$ cat src/hw/rtl/sas_pkg.sv
// ----------------------------------------------------------------------------
// sas_pkg
// Shared types, codes and helpers for the SPI EEPROM access sequencer.
// ----------------------------------------------------------------------------
package sas_pkg;

   localparam int ADDRESS_BITS_DEFAULT = 17;
   localparam int PAGE_BYTES_DEFAULT   = 256;
   localparam int ADDR_MAX_BITS        = 24;

   // request codes
   localparam logic [1:0] CMD_SET_ADDR = 2'd0;
   localparam logic [1:0] CMD_WRITE    = 2'd1;
   localparam logic [1:0] CMD_READ     = 2'd2;
   localparam logic [1:0] CMD_FINISH   = 2'd3;

   // frame action codes
   localparam logic [1:0] ACT_SEND    = 2'd0;
   localparam logic [1:0] ACT_CAPTURE = 2'd1;
   localparam logic [1:0] ACT_RELEASE = 2'd2;
   localparam logic [1:0] ACT_WAIT    = 2'd3;

   // open transaction codes
   localparam logic [1:0] MODE_NONE  = 2'd0;
   localparam logic [1:0] MODE_WRITE = 2'd1;
   localparam logic [1:0] MODE_READ  = 2'd2;

   // EEPROM opcodes
   localparam logic [7:0] OP_WREN  = 8'h06;
   localparam logic [7:0] OP_WRITE = 8'h02;
   localparam logic [7:0] OP_READ  = 8'h03;

   localparam logic [4:0] CS_RELEASED = 5'h1f;

   // Fixed order of result slots; a plan enables a subset of them.
   localparam int SLOT_COUNT     = 11;
   localparam int SLOT_IDX_BITS  = 4;
   localparam int SLOT_CLOSE_REL = 0;
   localparam int SLOT_CLOSE_WAIT = 1;
   localparam int SLOT_WREN      = 2;
   localparam int SLOT_WREN_REL  = 3;
   localparam int SLOT_OPCODE    = 4;
   localparam int SLOT_ADDR_HI   = 5;
   localparam int SLOT_ADDR_MID  = 6;
   localparam int SLOT_ADDR_LO   = 7;
   localparam int SLOT_BODY      = 8;
   localparam int SLOT_END_REL   = 9;
   localparam int SLOT_END_WAIT  = 10;

   typedef struct packed {
      logic [SLOT_COUNT-1:0]    slots;
      logic                     is_write;
      logic [ADDR_MAX_BITS-1:0] addr;
      logic [7:0]               data;
      logic [4:0]               cs;
   } plan_type;

   // active-low select for the given index; indexes past four select nothing
   function automatic logic [4:0] cs_mask_of(input logic [2:0] idx);
      logic [4:0] m;
      m = CS_RELEASED;
      if (idx < 3'd5) begin
         m[idx] = 1'b0;
      end
      return m;
   endfunction

endpackage

$ cat src/hw/rtl/spi_eeprom_access_sequencer_top.sv
// The first result of an item passes the queue head, the back-end plan register
// and the result register. One result per cycle unless rsp_ready stalls; an
// item has 1 to 10 results in the back-end slot walker; empty ones never queue.
// A two-entry plan queue lets the front accept while the back is still sending.
// Reset (synchronous, active high): address 0, no transaction open, select 0.
// ----------------------------------------------------------------------------
// spi_eeprom_access_sequencer_top
// EEPROM byte requests in, SPI frame actions out.
// ----------------------------------------------------------------------------
module spi_eeprom_access_sequencer_top #(
   parameter int ADDRESS_BITS = sas_pkg::ADDRESS_BITS_DEFAULT,
   parameter int PAGE_BYTES   = sas_pkg::PAGE_BYTES_DEFAULT
) (
   input  logic                    clock,
   input  logic                    reset,
   input  logic                    req_valid,
   output logic                    req_ready,
   input  logic [1:0]              req_cmd,
   input  logic [ADDRESS_BITS-1:0] req_address,
   input  logic [7:0]              req_data_byte,
   output logic                    rsp_valid,
   input  logic                    rsp_ready,
   output logic [1:0]              rsp_action,
   output logic [7:0]              rsp_tx_byte,
   output logic [4:0]              rsp_cs_mask,
   output logic                    rsp_last,
   input  logic                    csr_wr_en,
   input  logic [2:0]              csr_wr_data
);

   logic              q_push, q_pop, q_full, q_valid;
   sas_pkg::plan_type push_plan, head_plan;

   sas_front #(
      .ADDRESS_BITS(ADDRESS_BITS),
      .PAGE_BYTES  (PAGE_BYTES)
   ) u_front (
      .clock        (clock),
      .reset        (reset),
      .req_valid    (req_valid),
      .req_ready    (req_ready),
      .req_cmd      (req_cmd),
      .req_address  (req_address),
      .req_data_byte(req_data_byte),
      .csr_wr_en    (csr_wr_en),
      .csr_wr_data  (csr_wr_data),
      .q_full       (q_full),
      .q_push       (q_push),
      .q_plan       (push_plan)
   );

   sas_queue u_queue (
      .clock     (clock),
      .reset     (reset),
      .push      (q_push),
      .push_plan (push_plan),
      .pop       (q_pop),
      .full      (q_full),
      .head_valid(q_valid),
      .head_plan (head_plan)
   );

   sas_back u_back (
      .clock      (clock),
      .reset      (reset),
      .q_valid    (q_valid),
      .q_plan     (head_plan),
      .q_pop      (q_pop),
      .rsp_valid  (rsp_valid),
      .rsp_ready  (rsp_ready),
      .rsp_action (rsp_action),
      .rsp_tx_byte(rsp_tx_byte),
      .rsp_cs_mask(rsp_cs_mask),
      .rsp_last   (rsp_last)
   );

`ifndef SYNTHESIS
   // every accepted write or read carries at least its body action
   a_body_queued: assert property (@(posedge clock) disable iff (reset)
      (req_valid && req_ready && (req_cmd == sas_pkg::CMD_WRITE ||
       req_cmd == sas_pkg::CMD_READ)) |-> q_push)
      else $error("accepted data request did not enter the plan queue");

   a_no_push_full: assert property (@(posedge clock) disable iff (reset)
      q_push |-> !q_full)
      else $error("plan pushed into a full queue");

   a_no_pop_empty: assert property (@(posedge clock) disable iff (reset)
      q_pop |-> q_valid)
      else $error("plan popped from an empty queue");
`endif

endmodule

$ cat src/hw/rtl/sas_front.sv
// ----------------------------------------------------------------------------
// sas_front
// Accepts requests, tracks address and open transaction, builds slot plans.
// ----------------------------------------------------------------------------
module sas_front #(
   parameter int ADDRESS_BITS = sas_pkg::ADDRESS_BITS_DEFAULT,
   parameter int PAGE_BYTES   = sas_pkg::PAGE_BYTES_DEFAULT
) (
   input  logic                    clock,
   input  logic                    reset,
   input  logic                    req_valid,
   output logic                    req_ready,
   input  logic [1:0]              req_cmd,
   input  logic [ADDRESS_BITS-1:0] req_address,
   input  logic [7:0]              req_data_byte,
   input  logic                    csr_wr_en,
   input  logic [2:0]              csr_wr_data,
   input  logic                    q_full,
   output logic                    q_push,
   output sas_pkg::plan_type       q_plan
);

   // page size is a power of two
   localparam int PageBits = $clog2(PAGE_BYTES);

   logic [ADDRESS_BITS-1:0] addr_ff, addr_in, addr_next;
   logic [1:0]              mode_ff, mode_in;
   logic [2:0]              csr_ff;
   logic                    accept, wr_open, rd_open, boundary;
   logic [sas_pkg::SLOT_COUNT-1:0] slots;

   assign req_ready = !q_full;
   assign accept    = req_valid && req_ready;
   assign wr_open   = (mode_ff == sas_pkg::MODE_WRITE);
   assign rd_open   = (mode_ff == sas_pkg::MODE_READ);
   assign addr_next = ADDRESS_BITS'(addr_ff + 1'b1);
   assign boundary  = (addr_next[PageBits-1:0] == '0) || (addr_next == '0);

   always_comb begin
      slots   = '0;
      addr_in = addr_ff;
      mode_in = mode_ff;
      case (req_cmd)
         sas_pkg::CMD_WRITE: begin
            if (!wr_open) begin
               slots[sas_pkg::SLOT_CLOSE_REL] = rd_open;
               slots[sas_pkg::SLOT_WREN]      = 1'b1;
               slots[sas_pkg::SLOT_WREN_REL]  = 1'b1;
               slots[sas_pkg::SLOT_OPCODE]    = 1'b1;
               slots[sas_pkg::SLOT_ADDR_HI]   = 1'b1;
               slots[sas_pkg::SLOT_ADDR_MID]  = 1'b1;
               slots[sas_pkg::SLOT_ADDR_LO]   = 1'b1;
            end
            slots[sas_pkg::SLOT_BODY]     = 1'b1;
            slots[sas_pkg::SLOT_END_REL]  = boundary;
            slots[sas_pkg::SLOT_END_WAIT] = boundary;
            addr_in = addr_next;
            mode_in = boundary ? sas_pkg::MODE_NONE : sas_pkg::MODE_WRITE;
         end
         sas_pkg::CMD_READ: begin
            if (!rd_open) begin
               slots[sas_pkg::SLOT_CLOSE_REL]  = wr_open;
               slots[sas_pkg::SLOT_CLOSE_WAIT] = wr_open;
               slots[sas_pkg::SLOT_OPCODE]     = 1'b1;
               slots[sas_pkg::SLOT_ADDR_HI]    = 1'b1;
               slots[sas_pkg::SLOT_ADDR_MID]   = 1'b1;
               slots[sas_pkg::SLOT_ADDR_LO]    = 1'b1;
            end
            slots[sas_pkg::SLOT_BODY] = 1'b1;
            addr_in = addr_next;
            mode_in = sas_pkg::MODE_READ;
         end
         sas_pkg::CMD_SET_ADDR: begin
            slots[sas_pkg::SLOT_CLOSE_REL]  = wr_open || rd_open;
            slots[sas_pkg::SLOT_CLOSE_WAIT] = wr_open;
            addr_in = req_address;
            mode_in = sas_pkg::MODE_NONE;
         end
         default: begin
            slots[sas_pkg::SLOT_CLOSE_REL]  = wr_open || rd_open;
            slots[sas_pkg::SLOT_CLOSE_WAIT] = wr_open;
            mode_in = sas_pkg::MODE_NONE;
         end
      endcase
   end

   // items with nothing to send never enter the queue
   assign q_push          = accept && (slots != '0);
   assign q_plan.slots    = slots;
   assign q_plan.is_write = (req_cmd == sas_pkg::CMD_WRITE);
   assign q_plan.addr     = sas_pkg::ADDR_MAX_BITS'(addr_ff);
   assign q_plan.data     = req_data_byte;
   assign q_plan.cs       = sas_pkg::cs_mask_of(csr_ff);

   always_ff @(posedge clock) begin
      if (reset) begin
         addr_ff <= '0;
         mode_ff <= sas_pkg::MODE_NONE;
         csr_ff  <= '0;
      end else begin
         if (accept) begin
            addr_ff <= addr_in;
            mode_ff <= mode_in;
         end
         if (csr_wr_en) begin
            csr_ff <= csr_wr_data;
         end
      end
   end

endmodule

$ cat src/hw/rtl/sas_queue.sv
// ----------------------------------------------------------------------------
// sas_queue
// Two-entry plan queue between front and back; head entry is always slot 0.
// ----------------------------------------------------------------------------
module sas_queue (
   input  logic              clock,
   input  logic              reset,
   input  logic              push,
   input  sas_pkg::plan_type push_plan,
   input  logic              pop,
   output logic              full,
   output logic              head_valid,
   output sas_pkg::plan_type head_plan
);

   logic [1:0]        count_ff, count_in;
   sas_pkg::plan_type head_ff, tail_ff;

   assign full       = (count_ff == 2'd2);
   assign head_valid = (count_ff != 2'd0);
   assign head_plan  = head_ff;

   always_comb begin
      count_in = count_ff;
      if (push && !pop) begin
         count_in = count_ff + 2'd1;
      end else if (pop && !push) begin
         count_in = count_ff - 2'd1;
      end
   end

   always_ff @(posedge clock) begin
      if (reset) begin
         count_ff <= 2'd0;
      end else begin
         count_ff <= count_in;
      end
   end

   always_ff @(posedge clock) begin
      if (push && pop) begin
         if (count_ff == 2'd1) begin
            head_ff <= push_plan;
         end else begin
            head_ff <= tail_ff;
            tail_ff <= push_plan;
         end
      end else if (push) begin
         if (count_ff == 2'd0) begin
            head_ff <= push_plan;
         end else begin
            tail_ff <= push_plan;
         end
      end else if (pop) begin
         head_ff <= tail_ff;
      end
   end

endmodule

$ cat src/hw/rtl/sas_back.sv
// ----------------------------------------------------------------------------
// sas_back
// Walks the enabled slots of one plan, one frame action per cycle while the
// registered result stage is free to take it.
// ----------------------------------------------------------------------------
module sas_back (
   input  logic              clock,
   input  logic              reset,
   input  logic              q_valid,
   input  sas_pkg::plan_type q_plan,
   output logic              q_pop,
   output logic              rsp_valid,
   input  logic              rsp_ready,
   output logic [1:0]        rsp_action,
   output logic [7:0]        rsp_tx_byte,
   output logic [4:0]        rsp_cs_mask,
   output logic              rsp_last
);

   sas_pkg::plan_type                 cur_ff;
   logic [sas_pkg::SLOT_COUNT-1:0]    slots_in, rem;
   logic [sas_pkg::SLOT_IDX_BITS-1:0] idx;
   logic                              out_free, emit, load;
   logic                              valid_ff, valid_in;
   logic [1:0]                        action_ff, action_in;
   logic [7:0]                        byte_ff, byte_in;
   logic [4:0]                        cs_ff, cs_in;
   logic                              last_ff;

   // lowest enabled slot goes next
   always_comb begin
      idx = '0;
      for (int i = sas_pkg::SLOT_COUNT - 1; i >= 0; i--) begin
         if (cur_ff.slots[i]) begin
            idx = sas_pkg::SLOT_IDX_BITS'(i);
         end
      end
   end

   always_comb begin
      rem      = cur_ff.slots;
      rem[idx] = 1'b0;
   end

   assign out_free = !valid_ff || rsp_ready;
   assign emit     = out_free && (cur_ff.slots != '0);
   assign load     = q_valid && ((cur_ff.slots == '0) || (emit && (rem == '0)));
   assign q_pop    = load;

   always_comb begin
      slots_in = cur_ff.slots;
      if (load) begin
         slots_in = q_plan.slots;
      end else if (emit) begin
         slots_in = rem;
      end
   end

   always_comb begin
      action_in = sas_pkg::ACT_SEND;
      byte_in   = 8'h00;
      cs_in     = cur_ff.cs;
      case (idx)
         sas_pkg::SLOT_CLOSE_REL, sas_pkg::SLOT_WREN_REL, sas_pkg::SLOT_END_REL: begin
            action_in = sas_pkg::ACT_RELEASE;
            cs_in     = sas_pkg::CS_RELEASED;
         end
         sas_pkg::SLOT_CLOSE_WAIT, sas_pkg::SLOT_END_WAIT: begin
            action_in = sas_pkg::ACT_WAIT;
            cs_in     = sas_pkg::CS_RELEASED;
         end
         sas_pkg::SLOT_WREN:     byte_in = sas_pkg::OP_WREN;
         sas_pkg::SLOT_OPCODE:   byte_in = cur_ff.is_write ? sas_pkg::OP_WRITE : sas_pkg::OP_READ;
         sas_pkg::SLOT_ADDR_HI:  byte_in = cur_ff.addr[23:16];
         sas_pkg::SLOT_ADDR_MID: byte_in = cur_ff.addr[15:8];
         sas_pkg::SLOT_ADDR_LO:  byte_in = cur_ff.addr[7:0];
         sas_pkg::SLOT_BODY: begin
            if (cur_ff.is_write) begin
               byte_in = cur_ff.data;
            end else begin
               action_in = sas_pkg::ACT_CAPTURE;
            end
         end
         default: begin
            action_in = sas_pkg::ACT_SEND;
         end
      endcase
   end

   assign valid_in = emit || (valid_ff && !rsp_ready);

   always_ff @(posedge clock) begin
      if (reset) begin
         cur_ff.slots <= '0;
         valid_ff     <= 1'b0;
      end else begin
         cur_ff.slots <= slots_in;
         valid_ff     <= valid_in;
      end
      if (load) begin
         cur_ff.is_write <= q_plan.is_write;
         cur_ff.addr     <= q_plan.addr;
         cur_ff.data     <= q_plan.data;
         cur_ff.cs       <= q_plan.cs;
      end
   end

   always_ff @(posedge clock) begin
      if (emit) begin
         action_ff <= action_in;
         byte_ff   <= byte_in;
         cs_ff     <= cs_in;
         last_ff   <= (rem == '0);
      end
   end

   assign rsp_valid   = valid_ff;
   assign rsp_action  = action_ff;
   assign rsp_tx_byte = byte_ff;
   assign rsp_cs_mask = cs_ff;
   assign rsp_last    = last_ff;

endmodule
$ cat config.mk
export PLATFORM = sky130hd
export DESIGN_NAME = spi_eeprom_access_sequencer_top
export DESIGN_NICKNAME = d
export VERILOG_FILES = /design/src/hw/rtl/sas_pkg.sv /design/src/hw/rtl/spi_eeprom_access_sequencer_top.sv /design/src/hw/rtl/sas_front.sv /design/src/hw/rtl/sas_queue.sv /design/src/hw/rtl/sas_back.sv
export SDC_FILE = /design/constraint.sdc
export NUM_CORES = 1
export LEC_CHECK = 0
export BUFFER_PORTS_ARGS = -buffer_cell sky130_fd_sc_hd__buf_4
export CAP_MARGIN = 20
export CORE_ASPECT_RATIO = 1.5
export CORE_MARGIN = 4
export CORE_UTILIZATION = 28
export DETAILED_ROUTE_END_ITERATION = 8
export PLACE_DENSITY = 0.49
export SLEW_MARGIN = 20
export SYNTH_ARGS = -nofsm -noshare
export SYNTH_HDL_FRONTEND = slang
export SYNTH_SLANG_ARGS = --single-unit
export TNS_END_PERCENT = 50
$ cat constraint.sdc
create_clock -name clock -period 8.6 [get_ports clock]
set_input_delay 0.86 -clock clock [delete_from_list [all_inputs] [get_ports clock]]
set_output_delay 0.86 -clock clock [all_outputs]
set_load 0.03 [all_outputs]
# Word-level counts from Yosys, hierarchy flattened
# Index checks and enable logic that the tools add are counted.
# word_totals
regBits	188
in_bits	35
output_inout_bits	18
wordCells	143
# op_classes
n_addsub	3
n_lt_le_gt_ge	5
n_eq_ne	19
mux	46
n_bitwise	3
n_reduce_logical	43
# op_table
op	n
$mux W49	9
$mux W4	12
$pmux W8 S6	1
$pmux W17 S2	1
$logic_not A11 Y1	2
$mux W11	2
$reduce_bool A11 Y1	2
$add A17 B1 Y17 const B	1
$logic_not A17 Y1	1
$eq A4 B3 Y1 const B	4
$eq A4 B4 Y1 const B	3
$and A11 B11 Y11	1
$logic_and A1 B1 Y1	11
$not A11 Y11	1
$mux W2	5
$pmux W5 S2	1
$reduce_bool A2 Y1	5
$eq A4 B2 Y1 const B	2
$logic_not A8 Y1	1
$mux W8	1
$eq A2 B1 Y1 const B	3
$eq A2 B2 Y1 const B	3
$mux W1	6
$mux W6	1
other kinds (28)	40

# Longest topological paths before layout
# Gate-level depths: netlist of the first run.
# logic_depth
ltp_word	24
mapped_depth	14
depth_no_buf	12

# Hierarchy
# Synthesis of the first run repeated with hierarchy kept, for this count alone.
# hier_totals
hier_cells	658
area_unflattened_um2	8663.3
# by_module_without_submodules
mod	instances	cells_per_inst	area_per_inst_um2	seq_area_each_um2
sas_queue	1	176	3799.9	2982.9
sas_back	1	243	2995.4	1861.8
sas_front	1	239	1868.0	440.4

# Worst setup path before layout of the first run
# OpenSTA, ideal clock, no wires.
# synth_path
path_kind	register to register
startpoint	register u_back.cur_ff[40] (netlist bit)
endpoint	register u_queue.tail_ff[0] (netlist bit), enable pin
setup_ps	487
t_arrival_ps	5544
required_time_ps	8113
setup_slack_ps	2569
path_stages_with_launch	12
path_buffers	2
synth_period_minus_slack_ps	6031
path_cell_list	dfxtp_1 > buf_2 > or4_4 > o221ai_1 > o21a_1 > o32ai_1 > nand3_1 > o31a_1 > nor2_1 > ha_1 > clkbuf_1 > o31ai_1
# synth_between
elab_chain_cells	16
word_cells_on_any_way	22
cone_classes	2 x order compare; 2 x eq/ne; 5 x mux; 2 x bitwise; 11 x reduce/logical
# synth_lines
item	line_no	text
from (decl)	sas_back.sv:20	sas_pkg::plan_type cur_ff;
$mux W4 (3 in series)	sas_back.sv:34	if (cur_ff.slots[i]) begin
$lt A4 B5 Y1 (not written as such) / $ge A4 B1 Y1 (equally long branches)	sas_back.sv:42	rem[idx] = 1'b0;
$logic_and A1 B1 Y1 (not written as such)	sas_back.sv:42	
$mux W1 (not written as such)	sas_back.sv:42	
$demux W1 S4	n/a	
$not A11 Y11 (no source line)	n/a	
$and A11 B11 Y11 (no source line)	n/a	
$logic_not A11 Y1	sas_back.sv:47	assign load = q_valid && ((cur_ff.slots == '0) || (emit && (rem == '0)));
$logic_and A1 B1 Y1	sas_back.sv:47	
$logic_or A1 B1 Y1 (*)	sas_back.sv:47	
$logic_and A1 B1 Y1 (*)	sas_back.sv:47	
named net q_pop	spi_eeprom_access_sequencer_top.sv:31	logic q_push, q_pop, q_full, q_valid;
$logic_and A1 B1 Y1 (*)	sas_queue.sv:41	if (push && pop) begin
$ne A2 B2 Y1 (no source line) (tied with other cells)	n/a	
$reduce_and A3 Y1 (no source line) (*)	n/a	
to (signal assigned)	sas_queue.sv:46	tail_ff <= push_plan;
to (signal assigned)	sas_queue.sv:52	tail_ff <= push_plan;
to (decl)	sas_queue.sv:17	sas_pkg::plan_type head_ff, tail_ff;
# The timed path passes the listed nets; every way through them passes the cells marked *.
# A chain may end at the register's enable or synchronous reset.

# Worst setup path after layout of the first run
# layout_path
startpoint	register u_back.cur_ff[42] (netlist bit)
endpoint	register u_queue.head_ff, in the netlist u_queue.head_plan[19], data pin
# layout_between
elab_chain_cells	17
word_cells_on_any_way	21
cone_classes	2 x order compare; 8 x mux; 2 x bitwise; 9 x reduce/logical
# layout_lines
item	line_no	text
$mux W4 (5 in series)	sas_back.sv:34	
$lt A4 B5 Y1 (not written as such) / $ge A4 B1 Y1 (equally long branches)	sas_back.sv:42	
$logic_and A1 B1 Y1 (not written as such)	sas_back.sv:42	
$mux W1 (not written as such)	sas_back.sv:42	
$demux W1 S4	n/a	
$not A11 Y11 (no source line)	n/a	
$and A11 B11 Y11 (no source line)	n/a	
$logic_not A11 Y1	sas_back.sv:47	
$logic_and A1 B1 Y1	sas_back.sv:47	
$logic_or A1 B1 Y1 (*)	sas_back.sv:47	
$logic_and A1 B1 Y1 (*)	sas_back.sv:47	
named net q_pop	spi_eeprom_access_sequencer_top.sv:31	
$logic_and A1 B1 Y1 (*)	sas_queue.sv:41	
$mux W49 (*)	sas_queue.sv:41	
to (signal assigned)	sas_queue.sv:43	head_ff <= push_plan;
to (signal assigned)	sas_queue.sv:45	head_ff <= tail_ff;
to (signal assigned)	sas_queue.sv:50	head_ff <= push_plan;
to (decl)	sas_queue.sv:17	
# Marked as above.

==> results.md, run 1 <==
* Grt ovf at 0
* EDFF count, synth at 121
* CTS max path bufs at 2
* Post-synth ARST share at 0
* Skew-Pair Late Insertion Delay at 0.41 ns
* Htree depth at 4
* Port bufs at 52
* Syn nets at 588
* CTS tree: done
* Worst R2R Setup Slack at 4.04 ns
* FF-to-FF path depth at 13
* Diode count at 0
* Crit Path Max Fanout at 34
* Sequential share of power at 0.428
* Cell Area, Synth at 6850 µm²
* Post-CTS Hold Buffers at 0
* Critical path launch point: u_back.cur_ff[42]$_SDFFE_PP0P_
* Synth cell types at 64
* Worst path max stage delay at 0.55 ns
* RSZ-0062 raised after global routing: no
* Worst r2r dst: u_queue.head_plan[19]$_DFFE_PP_
* Final setup violating endpoints at 0
* Buf/Inv on CP at 2
* VDD IR max at 187 µV
* Vias per inst at 4.84
* Die H at 200 µm
* Share of layout cells above drive strength 1 at 0.215
* Antenna-violating nets left at 0
* Core area at 23900 µm²
* MaxCap Viol Count at 0
* Num ports at 53
* Vias in the first global route at 4576
* Switching Share at 0.365
* Die width at 136 µm
* Min-Delay Path Class: reg -> reg
* Fin area at 8230 µm²
* Root buf cell: clkbuf_16
* Final Slew Violations at 0
* Leak at 2.89 nW
* Top cell by count, worst path: buf_4
* Via count at 4479
* Synthesized flop and latch total at 157
* Net switching power at 1.22 mW
* Critical path depth at 13
* Placed Area at 7660 µm²
* Final min period at 4.56 ns
* Internal power at 2.12 mW
* Final TNS setup at 0 ns
* Post-Syn Area per Cell at 12.7 µm²
* Drt pass-1 iters at 7
* Setup bufs post-CTS at 0
* Critical path class: reg -> reg
* Final Core Density at 0.344
* CP startpoint kind: flip-flop
* Slew HR at 0.457
* HPWL after detailed placement at 10500 µm
* Starting Density at 0.287
* Cts bufs inserted at 17
* Placed cells at 893
* Critical-path cell list: nor4_4 > nand2_4 > a2111o_1 > a222oi_1 > nand3_1 > o31a_1 > nor2_2 > buf_4 > ha_1 > nand2_1 > o21ai_2 > buf_4 > mux2_2
* DRT iter0 DRCs at 441
* Seq/Total Area, Yosys at 0.635
* Worst EP arrival at 4.72 ns
* Data required time of the worst path at 8.76 ns
* Critical path's slowest cell: nor4_4
* Type of destination of the critical path: flip-flop
* Overall Global Routing Usage at 0.113
* Yosys warns at 0
* P&R area growth vs syn at 20.0%
* Clock power frac at 0.216
* Main flop type after synthesis: edfxtp_1
* Nets at 642
* Clock Skews at 0.0104 ns
* Mean routed wirelength per cell at 15.8 µm
* Final period util at 0.530
* Final GP Congestion at 0.927
* Critical R2R Launch: u_back.cur_ff[42]$_SDFFE_PP0P_
* Rows at 69
* Status: finished with violations
* Final Non-Filler Cells at 925
* Fin. Hold Viols at 0
* Worst-Margin Slew at 0.807 ns
* Die area at 27100 µm²
* Global-route wire length before repair at 24100 µm
* Failing checks: DRC
* WL final at 14600 µm
* CP Capture Point: u_queue.head_plan[19]$_DFFE_PP_
* Initial antenna violation count at 0
* Logic gate share of total power at 0.356
* Clock slew at reported path FFs at 0.06 ns
* Largest net degree at the start of global routing at 46
* Post_cts resized at 0
* Crit path max-delay family: compound AO/OA/AOI/OAI gates
* Cells after synthesis at 539
* DRC at 1
* PwrDens at 406 nW/µm²
* Max Fclk at 219 MHz
* CTS sink count at 157
==> cells in the mapped netlist (3+ instances only) <==
cell,n,area (µm²)
a211oi_1,6,45.0
a21oi_1,34,170
a221oi_1,6,52.6
a222oi_1,7,70.1
a22oi_1,5,37.5
a31oi_1,5,31.3
a32o_1,9,90.1
and2_1,3,18.8
and3_1,4,25.0
buf_2,4,20.0
clkbuf_1,21,78.8
dfxtp_1,36,721
edfxtp_1,121,3630
ha_1,14,175
inv_1,20,75.1
mux2_1,13,146
mux2_2,19,214
mux2i_1,11,110
nand2_1,30,113
nand2b_1,9,56.3
nand3_1,15,75.1
nor2_1,54,203
nor2b_1,4,25.0
nor3_1,7,35.0
nor4_1,4,25.0
o21ai_0,16,80.1
o21ai_1,4,20.0
o31ai_1,6,45.0
or3_1,5,31.3
==> registers in the layout (all words and copies together), names as in the netlist <==
signal	cells
u_back.rsp_last	1
u_front.csr_ff	3
u_back.cur_ff	42
u_front.mode_ff	2
u_back.rsp_valid	1
u_front.addr_ff	17
u_back.rsp_action	2
u_queue.count_ff	2
u_queue.tail_ff	37
u_back.rsp_tx_byte	8
u_back.rsp_cs_mask	5
u_queue.head_plan	37
==> power by group through the flow <==
stage	Clock, mW	Sequential (mW)	Combinational [mW]
after detailed placement	0	1.45	1.20
after global placement	0	1.45	1.13
after floorplan	0	1.47	0.761
after global routing	0.779	1.46	1.31
final	0.722	1.43	1.19
after CTS	0.743	1.43	1.20
==> metrics by stage <==
| stage | power [mW] | hold slack, ns | setup WS, ns |
|---|---|---|---|
| global route | 3.55 | 0.432 | 3.74 |
| detailed placement | 2.65 | 0.406 | 4.08 |
| global placement | 2.58 | 0.404 | 4.22 |
| finish | 3.34 | 0.414 | 4.04 |
| CTS | 3.38 | 0.418 | 4.08 |
| floorplan | 2.23 | 0.400 | 2.57 |
==> how the worst min path moves through the flow <==
stage | start | depth (start not counted) | to | slack [ns]
CTS | u_queue.head_plan[37]$_DFFE_PP_ | 0 | u_back.cur_ff[37]$_DFFE_PP_ | 0.42
global placement | u_queue.head_plan[37]$_DFFE_PP_ | 0 | u_back.cur_ff[37]$_DFFE_PP_ | 0.40
floorplan | u_queue.head_plan[0]$_DFFE_PP_ | 0 | u_back.cur_ff[0]$_DFFE_PP_ | 0.40
detailed placement | u_queue.head_plan[17]$_DFFE_PP_ | 0 | u_back.cur_ff[17]$_DFFE_PP_ | 0.41
global route | u_queue.head_plan[4]$_DFFE_PP_ | 0 | u_back.cur_ff[4]$_DFFE_PP_ | 0.43
finish | u_queue.head_plan[17]$_DFFE_PP_ | 0 | u_back.cur_ff[17]$_DFFE_PP_ | 0.41
==> cells in the final DEF (no fill, tap or decap), types with 11 or more instances in the layout <==
master,n
mux2_2,19
ha_1,14
o21ai_0,16
inv_1,20
buf_4,60
a21oi_1,34
mux2_1,13
nand2_1,30
nand3_1,15
nor2_1,53
dfxtp_1,36
mux2i_1,11
edfxtp_1,121
clkbuf_16,17
==> routing by layer <==
metal | GRT usage | up-vias | share of wire
met3 | 0.0244 | 17 | 0.040
met1 | 0.127 | 2174 | 0.40
li1 | - | 2167 | -
met5 | 0 | - | 0
met4 | 0.0486 | 0 | 0.019
met2 | 0.207 | 121 | 0.54
==> layout make-up <==
class,count,area [µm²]
Tap cell,319,399
Sequential cell,157,4350
Multi-Input combinational cell,334,2340
Fill cell,2334,15700
Timing Repair Buffer,61,478
Inverter,22,82.6
Clock inverter,13,129
Clock buffer,19,443
==> cell families (layout without fill, tap and decap cells) <==
logic type	after synthesis	in the layout	share of synthesized area
adders and majority gates	15	15	0.0270
xor gates and xnor gates	2	2	0.00256
and+or+nand+nor	154	154	0.116
DFF	157	157	0.635
buffers and inverters	48	115	0.0276
AOI/OAI and AO/OA	120	120	0.123
muxes	43	43	0.0686
Power figures use the tool's default switching activity.
==> inputs of run 2 (changes only) <==
==> constraint.sdc (replaced) <==
create_clock -name clock -period 4.3 [get_ports clock]
set_input_delay 0.43 -clock clock [delete_from_list [all_inputs] [get_ports clock]]
set_output_delay 0.43 -clock clock [all_outputs]
set_load 0.03 [all_outputs]
==> results.md, run 2 (same netlist as run 1, synthesis figures left out) <==
* Status: finished clean
* Clock Skews at 0.0106 ns (+0.000170 ns)
* Die H at 200 µm (unchanged)
* Min-Delay Path Class: in -> reg
* Type of destination of the critical path: flip-flop
* PwrDens at 816 nW/µm² (+100%)
* Num ports at 53 (unchanged)
* Leak at 2.92 nW (+1.0%)
* Placed cells at 895 (+0.22%)
* Hold slack final at 0.195 ns (-0.219 ns)
* DRT iter0 DRCs at 302 (-32%)
* HPWL after detailed placement at 10400 µm (-1.4%)
* Sequential share of power at 0.422 (-0.006)
* Global-route wire length before repair at 24500 µm (+1.7%)
* VDD IR max at 377 µV (+100%)
* Final setup violating endpoints at 0 (unchanged)
* Core area at 23900 µm² (unchanged)
* Internal power at 4.29 mW (+100%)
* Data required time of the worst path at 4.47 ns (-4.29 ns)
* Clock power frac at 0.228 (+0.012)
* Placed Area at 7670 µm² (+0.20%)
* Met3 Use GR at 0.0262 (+0.00176)
* Diode count at 0 (unchanged)
* Final Non-Filler Cells at 927 (+0.22%)
* Root buf cell: clkbuf_16
* Overall Global Routing Usage at 0.116 (+0.00258)
* Htree depth at 4 (unchanged)
* Final Slew Violations at 0 (unchanged)
* Logic gate share of total power at 0.350 (-0.006)
* Starting Density at 0.287 (unchanged)
* Clock slew at reported path FFs at 0.06 ns (about the same)
* P&R area growth vs syn at 20.9%
* Drt pass-1 iters at 5 (-2)
* Skew-Pair Late Insertion Delay at 0.42 ns (about the same)
* Vias per inst at 4.85 (+0.25%)
* Top reg by flops: u_back.cur_ff
* Setup bufs post-CTS at 0 (unchanged)
* Fin. Hold Viols at 0 (unchanged)
* Critical path class: reg -> reg
* Final GP Congestion at 0.813 (-12%)
* DP Worst Slack at 0.613 ns (-3.47 ns)
* Fin area at 8290 µm² (+0.73%)
* Max Fclk at 271 MHz (+23%)
* Met1 GRT Util at 0.129 (+0.00248)
* Crit Path Max Fanout at 34 (unchanged)
* Final period util at 0.860 (+0.329)
* Final Core Density at 0.347 (+0.00251)
* Rows at 69 (unchanged)
* CP startpoint kind: flip-flop
* CTS max path bufs at 2 (unchanged)
* Largest net degree at the start of global routing at 46 (unchanged)
* Final TNS setup at 0 ns (unchanged)
* Die width at 136 µm (unchanged)
* Die area at 27100 µm² (unchanged)
* Switching Share at 0.366 (+0.00114)
* Nets at 644 (+0.31%)
* Vias in the first global route at 4646 (+1.5%)
* Most common cell after layout, fill and taps aside: edfxtp_1
* Worst setup margin at 0.603 ns (-3.44 ns)
* Most frequent cells in the layout: edfxtp_1, buf_4, nor2_1, dfxtp_1, a21oi_1
* Mean routed wirelength per cell at 16.2 µm (+2.2%)
* Max reg flops at 42 (unchanged)
* Post_cts resized at 0 (unchanged)
* Antenna-violating nets left at 0 (unchanged)
* Slew HR at 0.332 (-0.125)
* PnR Total Power at 6.77 mW (+100%)
* Met2 usage at 0.207 (+0.000369)
* MaxCap Viol Count at 0 (unchanged)
* Worst EP arrival at 3.86 ns (-0.86 ns)
* DRC at 0 (-1)
* Final min period at 3.70 ns (-0.864 ns)
* Via count at 4500 (+0.47%)
* Worst-Margin Slew at 1.00 ns (+0.194 ns)
* Port bufs at 52 (unchanged)
* Post-CTS Hold Buffers at 0 (unchanged)
* CTS sink count at 157 (unchanged)
* RSZ-0062 raised after global routing: no
* Initial antenna violation count at 0 (unchanged)
* WL final at 15000 µm (+2.4%)
* Grt ovf at 0 (unchanged)
* Net switching power at 2.48 mW (+100%)
* Share of layout cells above drive strength 1 at 0.219 (+0.00423)
* Cts bufs inserted at 17 (unchanged)
* CTS tree: done
* GR peak layer: met2
run 2: layer usage:
layer	part of all wire	wire [µm]
met1	0.41	6120
met3	0.036	534
met2	0.53	7920
met5	0	0
met4	0.028	420
run 2: critical path: stages (launching register included):
cell and delay (ns):
dfxtp_1 0.43, or4_4 0.61, o221ai_1 0.38, o2111ai_1 0.19, a21oi_1 0.24, nor2_1 0.09
o31a_1 0.36, nor2_4 0.11, ha_1 0.23, nand2_1 0.09, o21ai_2 0.09, buf_12 0.24
mux2_2 0.36
run 2: final cells by class:
class | instances | area, µm²
multi-input combinational | 334 | 2350
timing repair buffer | 63 | 485
inverter | 22 | 82.6
clock buffer | 22 | 529
clock inverter | 10 | 87.6
fill | 2335 | 15600
tap | 319 | 399
sequential | 157 | 4350
run 2: final timing paths:
path,startpoint,to,slack (ns),depth (start not counted)
worst max-delay path,u_back.cur_ff[41]$_SDFFE_PP0P_,u_queue.head_plan[14]$_DFFE_PP_,0.60,12
worst max register to register,u_back.cur_ff[41]$_SDFFE_PP0P_,u_queue.head_plan[14]$_DFFE_PP_,0.60,12
worst min-delay path,req_data_byte[6],u_queue.tail_ff[11]$_DFFE_PP_,0.20,1
worst min register to register,u_queue.head_plan[14]$_DFFE_PP_,u_back.cur_ff[14]$_DFFE_PP_,0.42,0
run 2: power groups by stage:
stage	combinational (mW)	sequential, mW	clock, mW
final	2.37	2.86	1.54
after global routing	2.63	2.92	1.66
after CTS	2.42	2.87	1.60
after detailed placement	2.41	2.90	0
after global placement	2.40	2.89	0
after floorplan	1.55	2.92	0
